### config.mk
export PLATFORM = sky130hd
export DESIGN_NAME = ingress_decap_flow_queue_classifier_unit
export DESIGN_NICKNAME = d
export VERILOG_FILES = /design/src/design/idfq_pkg.sv /design/src/design/idfq_parser.sv /design/src/design/idfq_fifo.sv /design/src/design/idfq_selector.sv /design/src/design/ingress_decap_flow_queue_classifier_unit.sv
export SDC_FILE = /design/constraint.sdc
export NUM_CORES = 2
export LEC_CHECK = 0
export BUFFER_PORTS_ARGS = -buffer_cell sky130_fd_sc_hd__buf_2
export CORE_MARGIN = 2
export CORE_UTILIZATION = 50
export DETAILED_ROUTE_END_ITERATION = 8
export PLACE_DENSITY = 0.77
export REMOVE_ABC_BUFFERS = 1
export SYNTH_ARGS = -nofsm -noshare
export SYNTH_HDL_FRONTEND = slang
export SYNTH_HIERARCHICAL = 1
export SYNTH_SLANG_ARGS = --single-unit
export TNS_END_PERCENT = 5
### constraint.sdc
create_clock -name clk -period 10.4 [get_ports clk]
set_clock_uncertainty 0.1 [all_clocks]
set_input_delay 2.08 -clock clk [delete_from_list [all_inputs] [get_ports clk]]
set_output_delay 2.08 -clock clk [all_outputs]
set_load 0.02 [all_outputs]
### src/design/idfq_pkg.sv
package idfq_pkg;

  localparam int MAX_FRAME_DEF  = 4096;
  localparam int MAX_QUEUES_DEF = 32;

  localparam logic [15:0] TAG_A     = 16'h8100;
  localparam logic [15:0] TAG_B     = 16'h88a8;
  localparam logic [15:0] TYPE_IPV4 = 16'h0800;
  localparam logic [7:0]  PROTO_TCP = 8'd6;
  localparam logic [7:0]  PROTO_UDP = 8'd17;
  localparam logic [31:0] MIX_C1    = 32'h85ebca6b;
  localparam logic [31:0] MIX_C2    = 32'hc2b2ae35;
  localparam int          ETH_HDR   = 14;

  localparam logic [1:0] REG_ENCAP_ON = 2'd0;
  localparam logic [1:0] REG_ENCAP_TYPE = 2'd1;
  localparam logic [1:0] REG_TX_QUEUES = 2'd2;
  localparam logic [1:0] REG_FALLBACK = 2'd3;

  // Per-frame summary handed from the parser to the queue selector.
  typedef struct packed {
    logic        tun;
    logic [4:0]  base;
    logic [12:0] ilen;
    logic [31:0] daddr;
    logic        dvalid;
    logic        fvalid;
    logic [31:0] hash_in;
    logic [4:0]  fallback;
    logic [5:0]  nq;
  } frame_sum_t;

  // Result fields (was_tunneled lowest).
  typedef struct packed {
    logic [4:0]  queue_index;
    logic        flow_valid;
    logic        dest_valid;
    logic [31:0] dest_address;
    logic [12:0] frame_length_out;
    logic [4:0]  strip_length;
    logic        was_tunneled;
  } result_t;

endpackage

### src/design/idfq_parser.sv
module idfq_parser
  import idfq_pkg::*;
#(
  parameter int MAX_FRAME  = MAX_FRAME_DEF,
  parameter int MAX_QUEUES = MAX_QUEUES_DEF
) (
  input  logic       clk,
  input  logic       rst,
  input  logic       in_valid,
  output logic       in_ready,
  input  logic [7:0] data_byte,
  input  logic       last_byte,
  input  logic       encap_on,
  input  logic [15:0] encap_type,
  input  logic [5:0] tx_queues,
  input  logic [4:0] fallback_queue,
  output logic       sum_valid,
  input  logic       sum_ready,
  output frame_sum_t sum
);

  localparam int PW = $clog2(MAX_FRAME + 1);

  logic [PW-1:0] pos;
  logic [15:0] outer_type, inner_type;
  logic [1:0]  tag_count;
  logic [4:0]  inner_base;
  logic        tunnel_seen;
  logic [3:0]  hdr_words;
  logic [7:0]  proto;
  logic [31:0] saddr, daddr;
  logic [15:0] sport, dport;

  logic          take;
  logic          active;
  logic [PW-1:0] len;
  logic [PW-1:0] r;
  logic [PW-1:0] t;
  logic          in_inner;
  logic [PW-1:0] p;
  logic [15:0]   ot_next;
  logic [1:0]    k;
  logic          cand;

  // Input ready waits on the summary holding register; byte position arithmetic
  assign in_ready = !sum_valid || sum_ready;
  assign take     = in_valid && in_ready;
  assign p        = pos;
  assign active   = pos < PW'(MAX_FRAME);
  assign len      = active ? pos + 1'b1 : pos;
  assign in_inner = p >= PW'(inner_base);
  assign r        = p - PW'(inner_base);
  assign t        = PW'(ETH_HDR) + PW'({hdr_words, 2'b00});

  always_comb begin
    cand = (p == PW'(13)) || (p == PW'(17)) || (p == PW'(21));
    k = (p == PW'(13)) ? 2'd0 : (p == PW'(17)) ? 2'd1 : 2'd2;
    if (cand || p == PW'(12) || p == PW'(16) || p == PW'(20))
      ot_next = {outer_type[7:0], data_byte};
    else
      ot_next = outer_type;
  end

  // Frame end evaluation
  frame_sum_t s;
  logic        tun, is_ip, fv, tcpudp, long_ip;
  logic [4:0]  base;
  logic [PW-1:0] ilen, need;
  logic [15:0] ps, pd;
  logic [3:0]  hw_f;
  logic [7:0]  pr_f;
  logic [31:0] da_f, sa_f;
  logic [15:0] it_f, sp_f, dp_f;
  logic        ts_f;
  logic [4:0]  ib_f;

  always_comb begin
    // include effects of the final byte
    hw_f = hdr_words; pr_f = proto; da_f = daddr; sa_f = saddr;
    it_f = inner_type; sp_f = sport; dp_f = dport; ts_f = tunnel_seen; ib_f = inner_base;
    if (active) begin
      if (cand && !tunnel_seen && tag_count == k &&
          encap_on && encap_type != 16'd0 && ot_next == encap_type) begin
        ts_f = 1'b1;
        ib_f = 5'(ETH_HDR + 4) + {1'b0, k, 2'b00};
      end
      if (in_inner) begin
        if (r == PW'(12) || r == PW'(13)) it_f = {inner_type[7:0], data_byte};
        if (r == PW'(23)) pr_f = data_byte;
        if (r == PW'(29)) sa_f[31:24] = data_byte;
        if (r == PW'(33)) da_f[31:24] = data_byte;
        if (r == t + PW'(1)) sp_f[7:0] = data_byte;
        if (r == t + PW'(3)) dp_f[7:0] = data_byte;
      end
    end
    tun   = ts_f && (len >= PW'(ib_f) + PW'(ETH_HDR));
    base  = tun ? ib_f : 5'd0;
    ilen  = len - PW'(base);
    is_ip = (tun || ib_f == 5'd0) && it_f == TYPE_IPV4;
    long_ip = is_ip && ilen >= PW'(ETH_HDR + 20);
    fv    = long_ip && hw_f >= 4'd5;
    tcpudp = pr_f == PROTO_TCP || pr_f == PROTO_UDP;
    need  = PW'(ETH_HDR) + PW'({hw_f, 2'b00}) + ((pr_f == PROTO_TCP) ? PW'(20) : PW'(8));
    ps = 16'd0; pd = 16'd0;
    if (fv && tcpudp) begin
      if (ilen < need) fv = 1'b0;
      else begin ps = sp_f; pd = dp_f; end
    end
    s.tun      = tun;
    s.base     = base;
    s.ilen     = 13'(ilen);
    s.daddr    = long_ip ? da_f : 32'd0;
    s.dvalid   = long_ip && da_f != 32'd0;
    s.fvalid   = fv;
    s.hash_in  = sa_f ^ da_f ^ {ps, pd} ^ {24'd0, pr_f};
    s.fallback = fallback_queue;
    if (tx_queues == 6'd0) s.nq = 6'd1;
    else if (tx_queues > 6'(MAX_QUEUES)) s.nq = 6'(MAX_QUEUES);
    else s.nq = tx_queues;
  end

  // Per-byte field capture and the summary output register
  always_ff @(posedge clk) begin
    if (rst) begin
      sum_valid <= 1'b0;
    end else begin
      if (sum_valid && sum_ready) sum_valid <= 1'b0;
      if (take && last_byte) sum_valid <= 1'b1;
    end
    if (take && last_byte) sum <= s;
    if (rst || (take && last_byte)) begin
      pos <= '0; outer_type <= '0; tag_count <= '0; inner_base <= '0;
      tunnel_seen <= 1'b0; inner_type <= '0; hdr_words <= '0; proto <= '0;
      saddr <= '0; daddr <= '0; sport <= '0; dport <= '0;
    end else if (take && active) begin
      pos <= pos + 1'b1;
      outer_type <= ot_next;
      if (cand && !tunnel_seen && tag_count == k) begin
        if (encap_on && encap_type != 16'd0 && ot_next == encap_type) begin
          tunnel_seen <= 1'b1;
          inner_base  <= 5'(ETH_HDR + 4) + {1'b0, k, 2'b00};
        end else if (ot_next == TAG_A || ot_next == TAG_B) begin
          tag_count <= k + 2'd1;
        end
      end
      if (in_inner) begin
        if (r == PW'(12) || r == PW'(13)) inner_type <= {inner_type[7:0], data_byte};
        if (r == PW'(23)) proto <= data_byte;
        if (r == PW'(26)) saddr[7:0]   <= data_byte;
        if (r == PW'(27)) saddr[15:8]  <= data_byte;
        if (r == PW'(28)) saddr[23:16] <= data_byte;
        if (r == PW'(29)) saddr[31:24] <= data_byte;
        if (r == PW'(30)) daddr[7:0]   <= data_byte;
        if (r == PW'(31)) daddr[15:8]  <= data_byte;
        if (r == PW'(32)) daddr[23:16] <= data_byte;
        if (r == PW'(33)) daddr[31:24] <= data_byte;
        if (r == t)           sport <= {data_byte, 8'd0};
        if (r == t + PW'(1))  sport <= {sport[15:8], data_byte};
        if (r == t + PW'(2))  dport <= {data_byte, 8'd0};
        if (r == t + PW'(3))  dport <= {dport[15:8], data_byte};
        if (r == PW'(14))     hdr_words <= data_byte[3:0];
      end
    end
  end

endmodule

### src/design/idfq_fifo.sv
module idfq_fifo
  import idfq_pkg::*;
(
  input  logic       clk,
  input  logic       rst,
  input  logic       wr_valid,
  output logic       wr_ready,
  input  frame_sum_t wr_data,
  output logic       rd_valid,
  input  logic       rd_ready,
  output frame_sum_t rd_data
);

  // Two-entry queue between parser and queue selector
  frame_sum_t mem [2];
  logic       wp, rp;
  logic [1:0] cnt;

  assign wr_ready = cnt != 2'd2;
  assign rd_valid = cnt != 2'd0;
  assign rd_data  = mem[rp];

  always_ff @(posedge clk) begin
    if (wr_valid && wr_ready) mem[wp] <= wr_data;
    if (rst) begin
      wp <= 1'b0; rp <= 1'b0; cnt <= 2'd0;
    end else begin
      if (wr_valid && wr_ready) wp <= !wp;
      if (rd_valid && rd_ready) rp <= !rp;
      cnt <= cnt + 2'((wr_valid && wr_ready)) - 2'((rd_valid && rd_ready));
    end
  end

endmodule

### src/design/idfq_selector.sv
module idfq_selector
  import idfq_pkg::*;
(
  input  logic       clk,
  input  logic       rst,
  input  logic       sum_valid,
  output logic       sum_ready,
  input  frame_sum_t sum,
  output logic       res_valid,
  input  logic       res_ready,
  output result_t    res
);

  localparam logic [2:0] S_IDLE = 3'd0;
  localparam logic [2:0] S_MUL1 = 3'd1;
  localparam logic [2:0] S_MUL2 = 3'd2;
  localparam logic [2:0] S_MOD  = 3'd3;
  localparam logic [2:0] S_OUT  = 3'd4;

  logic [2:0]  state;
  frame_sum_t  cur;
  logic [31:0] h;
  logic [5:0]  rem;
  logic [4:0]  step;

  assign sum_ready = state == S_IDLE;
  assign res_valid = state == S_OUT;

  // Hash mix (fallback queue for non-flow frames), then restoring remainder one bit per cycle
  always_ff @(posedge clk) begin
    if (rst) begin
      state <= S_IDLE;
    end else begin
      unique case (state)
        S_IDLE: if (sum_valid) begin
          cur   <= sum;
          h     <= sum.hash_in ^ (sum.hash_in >> 16);
          state <= S_MUL1;
        end
        S_MUL1: begin
          h     <= (h * MIX_C1) ^ ((h * MIX_C1) >> 13);
          state <= S_MUL2;
        end
        S_MUL2: begin
          h <= cur.fvalid ? ((h * MIX_C2) ^ ((h * MIX_C2) >> 16))
                          : {27'd0, cur.fallback};
          rem   <= 6'd0;
          step  <= 5'd31;
          state <= S_MOD;
        end
        S_MOD: begin
          if ({rem[4:0], h[step]} >= cur.nq)
            rem <= {rem[4:0], h[step]} - cur.nq;
          else
            rem <= {rem[4:0], h[step]};
          if (step == 5'd0) state <= S_OUT;
          step <= step - 5'd1;
        end
        S_OUT: if (res_ready) state <= S_IDLE;
        default: state <= S_IDLE;
      endcase
    end
  end

  always_comb begin
    res.was_tunneled     = cur.tun;
    res.strip_length     = cur.base;
    res.frame_length_out = cur.ilen;
    res.dest_address     = cur.daddr;
    res.dest_valid       = cur.dvalid;
    res.flow_valid       = cur.fvalid;
    res.queue_index      = rem[4:0];
  end

endmodule

### src/design/ingress_decap_flow_queue_classifier_unit.sv
// Channel | fields (low bit first)                                   | handshake
// s_axis  | tdata: data_byte[7:0]; tlast: last_byte                   | tvalid/tready
// m_axis  | tdata: was_tunneled, strip_length, frame_length_out,      | tvalid/tready
//         |   dest_address, dest_valid, flow_valid, queue_index       |
// cfg     | cfg_we, cfg_index, cfg_data                               | write only
// The parser takes one byte per cycle unless its summary register is full; each
// summary passes a two-entry queue to the selector, which takes one frame at a time
// for the hash multiplies and a bit-serial remainder. Frames of 36+ bytes stream at
// full rate unless m_axis stalls. rst is synchronous and clears all control state.
module ingress_decap_flow_queue_classifier_unit
  import idfq_pkg::*;
#(
  parameter int MAX_FRAME  = MAX_FRAME_DEF,
  parameter int MAX_QUEUES = MAX_QUEUES_DEF
) (
  input  logic        clk,
  input  logic        rst,
  input  logic        s_axis_tvalid,
  output logic        s_axis_tready,
  input  logic [7:0]  s_axis_tdata,   // data_byte
  input  logic        s_axis_tlast,   // last_byte
  output logic        m_axis_tvalid,
  input  logic        m_axis_tready,
  output logic [63:0] m_axis_tdata,   // was_tunneled, strip_length, frame_length_out,
                                      // dest_address, dest_valid, flow_valid, queue_index
  input  logic        cfg_we,
  input  logic [1:0]  cfg_index,
  input  logic [15:0] cfg_data
);

  logic        encap_on;
  logic [15:0] encap_type;
  logic [5:0]  tx_queues;
  logic [4:0]  fallback_queue;

  // Configuration registers
  always_ff @(posedge clk) begin
    if (rst) begin
      encap_on <= 1'b0; encap_type <= 16'd0; tx_queues <= 6'd1; fallback_queue <= 5'd0;
    end else if (cfg_we) begin
      unique case (cfg_index)
        REG_ENCAP_ON:   encap_on <= cfg_data[0];
        REG_ENCAP_TYPE: encap_type <= cfg_data;
        REG_TX_QUEUES:  tx_queues <= cfg_data[5:0];
        REG_FALLBACK:   fallback_queue <= cfg_data[4:0];
        default: ;
      endcase
    end
  end

  frame_sum_t psum, qsum;
  logic       pv, pr, qv, qr;
  result_t    res;

  idfq_parser #(.MAX_FRAME(MAX_FRAME), .MAX_QUEUES(MAX_QUEUES)) u_parser (
    .clk, .rst,
    .in_valid(s_axis_tvalid), .in_ready(s_axis_tready),
    .data_byte(s_axis_tdata), .last_byte(s_axis_tlast),
    .encap_on, .encap_type, .tx_queues, .fallback_queue,
    .sum_valid(pv), .sum_ready(pr), .sum(psum)
  );

  idfq_fifo u_fifo (
    .clk, .rst,
    .wr_valid(pv), .wr_ready(pr), .wr_data(psum),
    .rd_valid(qv), .rd_ready(qr), .rd_data(qsum)
  );

  idfq_selector u_sel (
    .clk, .rst,
    .sum_valid(qv), .sum_ready(qr), .sum(qsum),
    .res_valid(m_axis_tvalid), .res_ready(m_axis_tready), .res(res)
  );

  assign m_axis_tdata = {6'd0, res};

endmodule

* After elaboration in Yosys (flattened, before gate mapping)
Memory sizes are Yosys's and may differ from the RTL's. A register that Yosys moved wholly into a read port is not among the register bits.
Cells that the tools add are included.
** Operators by class
- Order comparisons :: 9
- Bitwise operators :: 10
- Equality and inequality tests :: 40
- Reductions and logical operators :: 69
- Mux-type cells :: 57
- $mul :: 2
- Add/subtract/negate cells :: 15
** Operators with widths (number)
- $mux W8 :: 19
- $eq A13 B5 Y1 const B :: 11
- $mux W16 :: 8
- $pmux W32 S3 :: 1
- $eq A13 B4 Y1 const B :: 5
- $mux W32 :: 2
- $xor A32 B16 Y32 :: 2
- $xor A32 B32 Y32 :: 2
- $eq A13 B13 Y1 :: 4
- $reduce_and A3 Y1 :: 13
- $eq A16 B16 Y1 const B :: 2
- $mul A32 B31 Y32 const B :: 1
- $mul A32 B32 Y32 const B :: 1
- $reduce_bool A32 Y1 :: 1
- $xor A32 B19 Y32 :: 1
- $xor A32 B8 Y32 :: 1
- $add A13 B1 Y13 const B :: 2
- $add A13 B2 Y13 const B :: 2
- $eq A13 B6 Y1 const B :: 2
- $sub A13 B5 Y13 :: 2
- $mux W5 :: 5
- $pmux W5 S2 :: 2
- $logic_and A1 B1 Y1 :: 18
- $eq A16 B12 Y1 const B :: 1
- other kinds (49) :: 94
** Storage, ports and cells
- Output and inout port bits :: 66
- Flip-flop bits (word level) :: 399
- Bits in writable memories :: 192
- Bits of input ports :: 32
- Memories :: 1
** Memory list
- u_fifo.mem :: words 2, bits a word 96, rd ports 1, clocked after memory_dff 1, write ports 1, line idfq_fifo.sv:15 : frame_sum_t mem [2];

* Depth between registers and ports, before layout
- Depth after elaboration :: 23
- Gate-level depth with buffers :: 32
- Depth with buffers taken out :: 29

* Modules after synthesis
The synthesis kept the hierarchy.
** Modules (own cells, without submodules)
- idfq_selector :: times used 1, cells each 2070, area each 21673.3 um^2
- idfq_parser :: times used 1, cells each 1471, area each 13924.6 um^2
- idfq_fifo :: times used 1, cells each 326, area each 7365.8 um^2
- ingress_decap_flow_queue_classifier_unit :: times used 1, cells each 118, area each 1232.4 um^2

* Worst setup path before layout
OpenSTA, ideal clock, no wires.
- Path type :: input to register
- Start :: input rst
- End :: register u_sel.h[0] (enable)
- Setup slack :: 2.523 ns
- Path buffers :: 0
- Required time :: 9.706 ns
- Stages on the path :: 1
- Data arrival time :: 7.183 ns
- Cell sequence :: a2111oi_0
** Between the ends
- Cells in the longest elaborated chain, start to end :: 2
** Ends and longest elaborated chain
- from (decl) :: line ingress_decap_flow_queue_classifier_unit.sv:17 : input logic rst,
- $not A1 Y1 (no line)
- $reduce_and A3 Y1 (no line)
- to (signal assigned) :: line idfq_selector.sv:37 : h <= sum.hash_in ^ (sum.hash_in >> 16);
- to (signal assigned) :: line idfq_selector.sv:41 : h <= (h * MIX_C1) ^ ((h * MIX_C1) >> 13);
- to (signal assigned) :: line idfq_selector.sv:45 : h <= cur.fvalid ? ((h * MIX_C2) ^ ((h * MIX_C2) >> 16))
- to (decl) :: line idfq_selector.sv:22 : logic [31:0] h;
Every way passes these cells.
A chain may end at the register's enable or synchronous reset.

==> metrics <==
critical-path maximum fanout=18; CTS Buf Count=54; CP Capture Type=flip-flop; Cell Area, Synth=around 0.044 mm²; post-synth top area share=approximately a quarter; grt total ovfl=0; unrepaired setup endpoints after global routing=no; Worst Setup SP=s_axis_tdata[3]; status=finished, final reports clean; yosys warns=6; Post-synth EDFFs=between 300 and 400; FILL cells=7600; total setup buffers inserted after CTS=0; worst min-delay path startpoint=u_parser/sum[65]$_SDFFCE_PN0P_; final WL=between 100000 and 150000 µm; dpl cell area=0.04538 mm²; layout cells sized above 1=under 10%; Setup crit start kind=input pin; largest net degree at the start of global routing=about 100; Initial Util=between 50% and 60%; H-tree depth=2; Ports=98; hold buffers post-CTS=0; Synth Instances=approximately 4000; Global Route Usage Sum=around a quarter; DR DRC count=0; row count=around 110; leading area contributor after synthesis=edfxtp_1; syn avg cell area=about 11 µm²; Via Count=between 20000 and 30000; Resized cells post-CTS=0; TritonCTS clock tree=built; highest clock rate=115.5 MHz; vias in the first global route=29590; setup tns final=0 ns; Critical R2R Launch=u_parser/p[0]$_SDFFE_PP0P_; Max-cap violations=0; WHS=about 0.33 ns; Unique masters post-synth=~100; Longest Clk Path Bufs=3; Design Area, Final=between 0.04 and 0.05 mm²; DR WL/cell=between 20 and 25 µm; post-DP HPWL=93410 µm; fin crit share=a little over four fifths; post-route ant nets=0; slowest cell on the critical path=o311ai_4; Die Ht=approximately 300 µm; first-pass GRT wire length=~180000 µm; first drt pass iteration count=5; area delta synth->final=6.656%; Pins Over Slew Limit=0; worst min-delay path category=flip-flop to flip-flop; sequential element share of the synthesized area=35.47%; Least-Margin Pin Slew=1.117 ns; #FFs+latches synth=587; CORE AREA=slightly below 0.09 mm²; Die X=about 300 µm; DR iter-0 viols=~2800; initial antenna violation count=3; die area=~0.09 mm²; final hold violation count=0; CP max stage delay=around 0.8 ns; synth top area cells=edfxtp_1 (27%), fa_1 (18%), ha_1 (9.9%), dfxtp_1 (8.8%), inv_1 (5.9%); clk sinks=587; ys async rst share=0%; RePlAce Congestion=just over 1; minimum clock period=slightly below 9 ns; Critical Path AT=8.89 ns; clk slew on worst S/H paths=roughly 0.06 ns; worst-skew pair later-pin latency=between 0.6 and 0.7 ns; CTS root buf=clkbuf_16; input/output buffers=91; most common flop cell mapped by yosys=edfxtp_1; CP required=10.64 ns; Setup CP Type=input pin to flip-flop; endpoints failing setup=0; via density per instance=~5.6; nets=approximately 4700; Slew HR=between 20% and 30%
## synthesized netlist by cell type (8+ instances only)
master / n
xor2_1: 72
clkbuf_1: 89
and4bb_1: 11
a21oi_1: 131
nand2b_1: 69
buf_4: 65
ha_1: 349
mux2_4: 40
a31oi_1: 11
nand3_1: 95
mux4_2: 10
a211oi_1: 29
or2_2: 8
mux2i_1: 147
nand2_1: 168
edfxtp_1: 392
a21o_1: 29
o21ai_0: 67
or3_1: 8
nor2_1: 210
or4_1: 8
nor4b_1: 12
mux2_2: 60
o31ai_1: 9
nor2b_1: 29
dfxtp_1: 195
nor4_2: 11
buf_2: 28
xnor2_1: 231
and2_1: 15
inv_1: 700
nand4_1: 19
nor4_1: 33
nor3_1: 39
a22oi_1: 28
fa_1: 387
and3_1: 12
## cells by family after synthesis
| kind of cell | synth area share (%) |
|---|---|
| buffers and inverters | 8.510 |
| AND/OR/NAND/NOR | 9.478 |
| adder cells (fa/ha/maj) | 27.41 |
| flip-flops | 35.47 |
| AO/OA/AOI/OAI | 6.016 |
| XOR/XNOR | 6.282 |
| multiplexers | 6.820 |
| other | 0.01699 |
## through the flow
stage / utilization, % / std cells / setup WS (ns)
4_1_cts: 53.58 / 5190 / 1.862
3_5_place_dp: 51.58 / 5088 / 1.265
2_1_floorplan: - / 3794 / 2.523
6_report: 53.59 / 5192 / 1.745
3_3_place_gp: 51.58 / 5088 / 1.435
5_1_grt: 53.58 / 5191 / 1.273
## layout by cell type, fill, tap and decap left out, types with 10 or more instances in the layout
cell type,instances
edfxtp_1,392
nor2b_1,28
buf_4,38
a31oi_1,10
nor4_2,11
nand2b_1,69
a211oi_1,29
mux2i_1,145
nor4b_1,11
nand4_1,19
xor2_1,72
nand2_1,168
buf_2,91
nand3_1,95
and3_1,11
dfxtp_1,194
nor2_1,209
fa_1,387
nor3_1,39
mux4_2,10
a21o_1,29
inv_1,699
mux2_2,60
nor4_1,32
ha_1,349
clkbuf_16,55
and2_1,15
a22oi_1,28
xnor2_1,231
o21ai_0,67
a21oi_1,131
mux2_4,40
clkbuf_1,16
and4bb_1,11
## worst max-delay path, delay by kind of cell
family	cells	cell delay, ns
AO/OA/AOI/OAI	9	2.95
XOR/XNOR	2	0.40
AND/OR/NAND/NOR	7	1.49
adder cells (fa/ha/maj)	3	0.87
buffers and inverters	3	0.68
multiplexers	1	0.38
## layout make-up
cell class	instances	area [µm²]	share of cell area (%)
diodes	2	5.005	0.01062
clock buffers	77	1519	3.222
clock inverters	25	237.7	0.5043
inverters	701	2634	5.587
multi-input cells	2506	24870	52.75
flip-flops and latches	587	15680	33.26
well taps	1165	1458	3.092
repair buffers	129	740.7	1.571
## flip-flops by register name, summed over array words and instances, names as in the netlist, 6 cells and up, named ones only
| register | flops |
|---|---|
| encap_type | 16 |
| tx_queues | 6 |
| u_fifo/mem | 192 |
| u_parser/daddr | 32 |
| u_parser/dport | 16 |
| u_parser/inner_type | 16 |
| u_parser/outer_type | 16 |
| u_parser/p | 13 |
| u_parser/proto | 8 |
| u_parser/saddr | 32 |
| u_parser/sport | 16 |
| u_parser/sum | 94 |
| u_sel/cur | 11 |
| u_sel/h | 32 |
| u_sel/res | 53 |
## final timing paths
kind | slack (ns) | cells after the start | to
max | 1.75 | 25 | u_parser/sum[41]$_DFFE_PP_
min | 0.33 | 0 | u_fifo/mem[1][65]$_DFFE_PP_
max reg2reg | 1.79 | 27 | u_parser/sum[41]$_DFFE_PP_
min reg2reg | 0.33 | 0 | u_fifo/mem[1][65]$_DFFE_PP_
## routing by layer
metal / vias to the layer above / routed length [µm] / global-route usage, %
met2: 1186 / 55410 / 42.67
met1: 14260 / 47330 / 34.63
met4: 0 / 7316 / 13.81
met5: - / 0 / 0
met3: 297 / 8664 / 4.250
li1: 13190 / - / -
Power is not shown: default switching activity piles up to over one toggle a cycle in this logic, so the estimate is an artifact.
